--- src/design/mmnc_pkg.sv ---
// Package for the motion mask neighbour count filter.
// Holds register indexes, field widths, reset values and the window bit count.
// No dependencies.
package mmnc_pkg;

    localparam int CFG_IDX_W  = 2;
    localparam int CFG_DATA_W = 12;
    localparam int FW_W       = 11;
    localparam int ROW_W      = 12;
    localparam int MIN_W      = 4;

    typedef enum logic [CFG_IDX_W-1:0] {
        CFG_FRAME_WIDTH  = 2'd0,
        CFG_FRAME_HEIGHT = 2'd1,
        CFG_MIN_COUNT    = 2'd2
    } cfg_index_t;

    localparam logic [FW_W-1:0]  FRAME_WIDTH_RST  = 11'd640;
    localparam logic [ROW_W-1:0] FRAME_HEIGHT_RST = 12'd480;
    localparam logic [MIN_W-1:0] MIN_COUNT_RST    = 4'd2;

    // Number of set bits in the nine-pixel window.
    function automatic logic [MIN_W-1:0] window_ones(input logic [8:0] bits);
        logic [MIN_W-1:0] n;
        n = '0;
        for (int i = 0; i < 9; i++) begin
            n = n + MIN_W'(bits[i]);
        end
        return n;
    endfunction

endpackage

--- src/design/mmnc_ram.sv ---
// Simple dual-port synchronous RAM with a registered read port.
// One write and one read per cycle; read data holds while no read is issued.
// No dependencies.
module mmnc_ram #(
    parameter int WIDTH = 2,
    parameter int DEPTH = 1024
) (
    input  logic                     aclk,
    input  logic                     wr_en,
    input  logic [$clog2(DEPTH)-1:0] wr_addr,
    input  logic [WIDTH-1:0]         wr_data,
    input  logic                     rd_en,
    input  logic [$clog2(DEPTH)-1:0] rd_addr,
    output logic [WIDTH-1:0]         rd_data
);

    logic [WIDTH-1:0] mem_reg [DEPTH];
    logic [WIDTH-1:0] rd_data_reg;

    always_ff @(posedge aclk) begin
        if (wr_en) begin
            mem_reg[wr_addr] <= wr_data;
        end
        if (rd_en) begin
            rd_data_reg <= mem_reg[rd_addr];
        end
    end

    assign rd_data = rd_data_reg;

endmodule

--- src/design/motion_mask_neighbour_count.sv ---
// Motion mask neighbour count filter: top level.
// Depends on mmnc_pkg and mmnc_ram.
//
// Usage:
// A binary motion mask enters on the s_ channel, one pixel per transaction,
// in raster order. For each interior pixel a transaction leaves on the m_
// channel with the centre column and row, a motion flag that is set when
// the 3x3 window around it holds at least min_count motion pixels, and a
// flag on the last interior pixel of the frame. Border pixels give nothing.
// The filter takes one pixel per clock while the receiver keeps up. The pixel
// that completes a window passes the read stage, where the line store is read,
// then the window update into the output register.
// The two rows above are held in one synchronous RAM of MAX_WIDTH entries
// of two bits, read and written back once per pixel.
// A stalled receiver holds the output register; the pixel behind it waits in
// the read stage and s_ready drops only while both are full.
// Reset clears the counters, the window, the pipeline and the registers to
// 640 x 480 with a threshold of two. The line store is not cleared; the first
// two rows after reset fill it before any result depends on it. The user must
// write geometry and threshold via the cfg_ port only while idle; not enforced.
module motion_mask_neighbour_count
    import mmnc_pkg::*;
#(
    parameter int MAX_WIDTH = 1024
) (
    input  logic                         aclk,
    input  logic                         aresetn,
    input  logic                         cfg_wen,
    input  logic [CFG_IDX_W-1:0]         cfg_addr,
    input  logic [CFG_DATA_W-1:0]        cfg_wdata,
    input  logic                         s_valid,
    output logic                         s_ready,
    input  logic                         s_motion_bit,
    output logic                         m_valid,
    input  logic                         m_ready,
    output logic [$clog2(MAX_WIDTH)-1:0] m_centre_column,
    output logic [ROW_W-1:0]             m_centre_row,
    output logic                         m_motion_out,
    output logic                         m_frame_last
);

    localparam int CW = $clog2(MAX_WIDTH);
    localparam int UW = ($clog2(MAX_WIDTH + 1) > FW_W) ? $clog2(MAX_WIDTH + 1) : FW_W;

    // Configuration registers.
    logic [FW_W-1:0]  frame_width_reg;
    logic [ROW_W-1:0] frame_height_reg;
    logic [MIN_W-1:0] min_count_reg;

    always_ff @(posedge aclk) begin
        if (!aresetn) begin
            frame_width_reg  <= FRAME_WIDTH_RST;
            frame_height_reg <= FRAME_HEIGHT_RST;
            min_count_reg    <= MIN_COUNT_RST;
        end else if (cfg_wen) begin
            case (cfg_addr)
                CFG_FRAME_WIDTH:  frame_width_reg  <= cfg_wdata[FW_W-1:0];
                CFG_FRAME_HEIGHT: frame_height_reg <= cfg_wdata[ROW_W-1:0];
                CFG_MIN_COUNT:    min_count_reg    <= cfg_wdata[MIN_W-1:0];
                default: ;
            endcase
        end
    end

    // Geometry in use: width clamped to [3, MAX_WIDTH], height to at least 3.
    logic [UW-1:0]    fw_ext;
    logic [UW-1:0]    w_used;
    logic [UW-1:0]    w_last;
    logic [ROW_W-1:0] h_used;
    logic [ROW_W-1:0] h_last;

    always_comb begin
        fw_ext = UW'(frame_width_reg);
        if (fw_ext < UW'(3)) begin
            w_used = UW'(3);
        end else if (fw_ext > UW'(MAX_WIDTH)) begin
            w_used = UW'(MAX_WIDTH);
        end else begin
            w_used = fw_ext;
        end
        w_last = w_used - UW'(1);
        h_used = (frame_height_reg < ROW_W'(3)) ? ROW_W'(3) : frame_height_reg;
        h_last = h_used - ROW_W'(1);
    end

    // Pipeline control.
    logic s_accept;
    logic s1_valid_reg;
    logic s1_adv;
    logic m_valid_reg;
    logic out_free;

    assign out_free = !m_valid_reg || m_ready;
    assign s1_adv   = s1_valid_reg && out_free;
    assign s_ready  = !s1_valid_reg || s1_adv;
    assign s_accept = s_valid && s_ready;

    // Position counters for the next pixel.
    logic [CW-1:0]    col_reg, col_next;
    logic [ROW_W-1:0] row_reg, row_next;

    always_comb begin
        col_next = col_reg;
        row_next = row_reg;
        if (s_accept) begin
            if (UW'(col_reg) >= w_last) begin
                col_next = '0;
                row_next = (row_reg >= h_last) ? '0 : row_reg + ROW_W'(1);
            end else begin
                col_next = col_reg + CW'(1);
            end
        end
    end

    // Read stage: the line store entry of the accepted column is being read.
    logic             s1_pix_reg;
    logic [CW-1:0]    s1_col_reg;
    logic [ROW_W-1:0] s1_row_reg;

    always_ff @(posedge aclk) begin
        if (!aresetn) begin
            col_reg      <= '0;
            row_reg      <= '0;
            s1_valid_reg <= 1'b0;
        end else begin
            col_reg <= col_next;
            row_reg <= row_next;
            if (s_accept) begin
                s1_valid_reg <= 1'b1;
            end else if (s1_adv) begin
                s1_valid_reg <= 1'b0;
            end
        end
    end

    always_ff @(posedge aclk) begin
        if (s_accept) begin
            s1_pix_reg <= s_motion_bit;
            s1_col_reg <= col_reg;
            s1_row_reg <= row_reg;
        end
    end

    // Line store: bit 0 is the pixel one row up, bit 1 the pixel two rows up.
    // Consecutive pixels always sit in different columns (the width is at
    // least three), so the write-back never meets the read of the same entry.
    logic [1:0] stored;
    logic [1:0] store_wdata;

    mmnc_ram #(
        .WIDTH (2),
        .DEPTH (MAX_WIDTH)
    ) u_line_store (
        .aclk    (aclk),
        .wr_en   (s1_adv),
        .wr_addr (s1_col_reg),
        .wr_data (store_wdata),
        .rd_en   (s_accept),
        .rd_addr (col_reg),
        .rd_data (stored)
    );

    // Window update and decision.
    logic [2:0]       new_column;
    logic [8:0]       window_reg, window_next;
    logic [MIN_W-1:0] ones;
    logic             emit;

    always_comb begin
        store_wdata = {stored[0], s1_pix_reg};
        new_column  = {stored[1], stored[0], s1_pix_reg};
        window_next = s1_adv ? {window_reg[5:0], new_column} : window_reg;
        ones        = window_ones(window_next);
        emit        = (s1_col_reg >= CW'(2)) && (s1_row_reg >= ROW_W'(2)) &&
                      (UW'(s1_col_reg) < w_used) && (s1_row_reg < h_used);
    end

    always_ff @(posedge aclk) begin
        if (!aresetn) begin
            window_reg  <= '0;
            m_valid_reg <= 1'b0;
        end else begin
            window_reg <= window_next;
            if (s1_adv) begin
                m_valid_reg <= emit;
            end else if (m_ready) begin
                m_valid_reg <= 1'b0;
            end
        end
    end

    logic [CW-1:0]    m_col_reg;
    logic [ROW_W-1:0] m_row_reg;
    logic             m_motion_reg;
    logic             m_last_reg;

    always_ff @(posedge aclk) begin
        if (s1_adv && emit) begin
            m_col_reg    <= s1_col_reg - CW'(1);
            m_row_reg    <= s1_row_reg - ROW_W'(1);
            m_motion_reg <= (ones >= min_count_reg);
            m_last_reg   <= (UW'(s1_col_reg) == w_last) && (s1_row_reg == h_last);
        end
    end

    assign m_valid         = m_valid_reg;
    assign m_centre_column = m_col_reg;
    assign m_centre_row    = m_row_reg;
    assign m_motion_out    = m_motion_reg;
    assign m_frame_last    = m_last_reg;

endmodule

--- config.mk ---
export PLATFORM = sky130hd
export DESIGN_NAME = motion_mask_neighbour_count
export DESIGN_NICKNAME = d
export VERILOG_FILES = /design/src/design/mmnc_pkg.sv /design/src/design/mmnc_ram.sv /design/src/design/motion_mask_neighbour_count.sv
export SDC_FILE = /design/constraint.sdc
export NUM_CORES = 2
export LEC_CHECK = 0
export BUFFER_PORTS_ARGS = -buffer_cell sky130_fd_sc_hd__buf_2
export CAP_MARGIN = 10
export CORE_ASPECT_RATIO = 1.25
export CORE_MARGIN = 1.5
export CORE_UTILIZATION = 60
export DETAILED_ROUTE_END_ITERATION = 12
export GPL_ROUTABILITY_DRIVEN = 1
export PLACE_DENSITY = 0.76
export SLEW_MARGIN = 0
export SYNTH_ARGS = -nofsm -noshare
export SYNTH_HDL_FRONTEND = slang
export SYNTH_SLANG_ARGS = --single-unit
--- constraint.sdc ---
create_clock -name aclk -period 32 [get_ports aclk]
set_clock_uncertainty 0.05 [all_clocks]
set_input_delay 6.4 -clock aclk [delete_from_list [all_inputs] [get_ports aclk]]
set_output_delay 6.4 -clock aclk [all_outputs]
set_load 0.02 [all_outputs]
==> flow_summary_export.csv <==
group,metric,value,unit
placed_design,io_buffers,45,
finish,multi_input_area,23610,um2
synth,synth_common_cells,"edfxtp_1, nor2_1, mux4_2, clkbuf_1, mux2i_1",
synth,ys_seq_area_share,71.62,%
floorplan,die_w,348.7,um
timing,max-slew-margin-rel,8.487,%
global_route,grt_pass1_wl,353200,um
global_route,met2_usage,51.69,%
drt,drt_iter0_drc,8793,
floorplan,start_util,60.44,%
placed_design,routabilityCongestion,0.8961,
timing,finalHoldViolations,0,
status,status,"completed",
synth,synth_top_cell_area_share,70.27,%
timing,post-route-period-util,42.51,%
finish,regArea,64190,um2
placed_design,post-place-ws,18.41,ns
run,cap_viol_max_count,0,
floorplan,core,148300,um2
clock_tree,clockRootBuffer,"clkbuf_16",
synth,ys_ff_latch,2157,
finish,largest_register_ffs,2048,
floorplan,boundaryPins,46,
finish,nets,5524,
power_and_ir_drop,power.total,5.583,mW
timing,setup_tns,0,ns
timing,fmax,73.51,MHz
drt,wire_per_inst,33.09,um
synth,yosys.area.top_type,"edfxtp_1",
timing,fin_crit,13.60,ns
global_route,grt_max_degree,236,
drt,viasPerCell,6.980,
timing,setup_ws,18.40,ns
power_and_ir_drop,ir_worst_vdd,0.04264,mV
hold_path,hp-class,"register to register",
placed_design,dp_hpwl,140800,um
synth,yosys.cell_count.top_type,"edfxtp_1",
synth,syn_area,89610,um2
timing,maxSlewViolCount,0,
power_and_ir_drop,leakage,29.45,nW
worst_setup_path,cp_max_fo,4,
synth,ys_warn_count,0,
synth,async_reset_ff_share,0,%
timing,hold_ws,0.4450,ns
synth,synth.distinct_cells,84,
worst_setup_path,cp-end-kind,"primary output",
worst_setup_path,worstSetupPathType,"input port to primary output",
finish,layout.cells.non_filler,7515,
timing,rsz0062_at_grt,"false",
timing,finalSetupViolations,0,
global_route,grt_antenna_before_repair,8,
synth,syn_nets,5577,
global_route,grt_usage,32.78,%
floorplan,dieArea,151700,um2
clock_tree,cts_tree,"yes",
clock_tree,cts_setup_buffers,0,
finish,nFillCells,9756,
finish,fin_area,97560,um2
clock_tree,clkTransAtPathRegs,0.06,ns
finish,area_growth,8.879,%
floorplan,fp.dieH,435.1,um
finish,drive_gt1_share,17.15,%
drt,drc,0,
clock_tree,cts_resized,0,
timing,worst_slew_pin_slew,1.369,ns
synth,syn_inst,5493,
placed_design,placed_cells,7160,
drt,drtPass1Iterations,8,
clock_tree,cts_made_buffers,190,
clock_tree,clk_latency,0.84,ns
worst_setup_path,cp.required,25.55,ns
floorplan,fp-row-count,158,
synth,synth_edf_count,2097,
clock_tree,cts_max_level,4,
drt,vias,52460,
drt,totalWireLength,248600,um
clock_tree,clockBufferDepth,3,
power_and_ir_drop,powerDensity,57.23,nW/um2
global_route,grt_pass1_vias,51830,
placed_design,placement.cell_area,91640,um2
worst_setup_path,arrival,7.15,ns
clock_tree,cts_hold_buf,0,
global_route,gr-usage-met1,41.74,%
drt,ant_nets,0,
synth,synthFlopType,"edfxtp_1",
synth,synth.area.top_cells,"edfxtp_1, mux4_2, nor2_1",
global_route,grt-busiest-layer,"met2",
worst_setup_path,cp-start-kind,"input port",
synth,syn_avg_cell_area,16.31,um2
clock_tree,numClockSinks,2157,
global_route,grt_util_met3,7.864,%
finish,final_util,65.80,%
global_route,grt_overflow_total,0,
## area by class of cell
type | instances | area share [%]
Sequential cell | 2157 | 65.79
Multi-Input combinational cell | 2874 | 24.20
Clock buffer | 248 | 5.249
Tap cell | 1920 | 2.462
Timing Repair Buffer | 180 | 1.484
Clock inverter | 96 | 0.6579
Inverter | 37 | 0.1436
Antenna cell | 3 | 0.007695
## per-layer routing
metal	routed length, um	vias up
met5	34	-
met4	17310	4
met3	31040	799
met2	118400	3943
met1	81880	26540
li1	-	21170
## where the power goes
part	internal, mW	total, mW	switching [mW]	leakage, nW
Clock	1.18	2.17	0.996	2.84
Combinational	0.105	0.287	0.182	7.24
Sequential	3.11	3.12	0.0105	19.4
Total	4.40	5.58	1.19	29.4
## critical path: stages
cell     delay [ns]
buf_2          0.10
nor2b_1        0.33
nand2_1        0.14
buf_2          0.18
## placed cells by master, fill, tap and decap left out, types with 17 or more instances in the layout
master and count:
o21ai_0 68, nor3_1 36, nand3_1 43, clkinv_2 39
a211oi_1 33, nand2b_1 18, clkbuf_16 195, a221oi_1 35
nand3_2 33, buf_4 118, a21oi_1 136, inv_1 32
clkinv_1 43, ha_1 59, nor2_1 1089, edfxtp_1 2097
nor2b_1 17, o22ai_1 41, a22oi_1 66, and3_1 28
mux2_2 19, dfxtp_1 53, mux4_2 424, o221ai_1 28
xor2_1 18, mux2i_1 213, clkbuf_1 47, buf_2 46
nand2_1 200, xnor2_1 30
## path summary, 6_finish.rpt
kind	startpoint	endpoint	slack, ns	depth (start not counted)
worst max-delay path	m_ready	s_ready	18.40	4
worst min-delay path	min_count_reg[3]	min_count_reg[3]	0.44	2
worst max register to register	col_reg[0]	u_line_store.rd_data[1]	25.58	11
worst min register to register	min_count_reg[3]	min_count_reg[3]	0.44	2
## cells by family (layout without fill, tap and decap cells)
group	count (synthesis)	after routing	share of synthesized area [%]
flops	2157	2157	71.62
simple gates	1572	1572	7.317
mux	656	656	13.27
compound gates	532	532	4.042
buf+inv	462	561	2.310
fa+ha+maj	64	64	0.9356
xor+xnor	50	50	0.5055
other cells	0	3	0
Power figures use the tool's default switching activity.
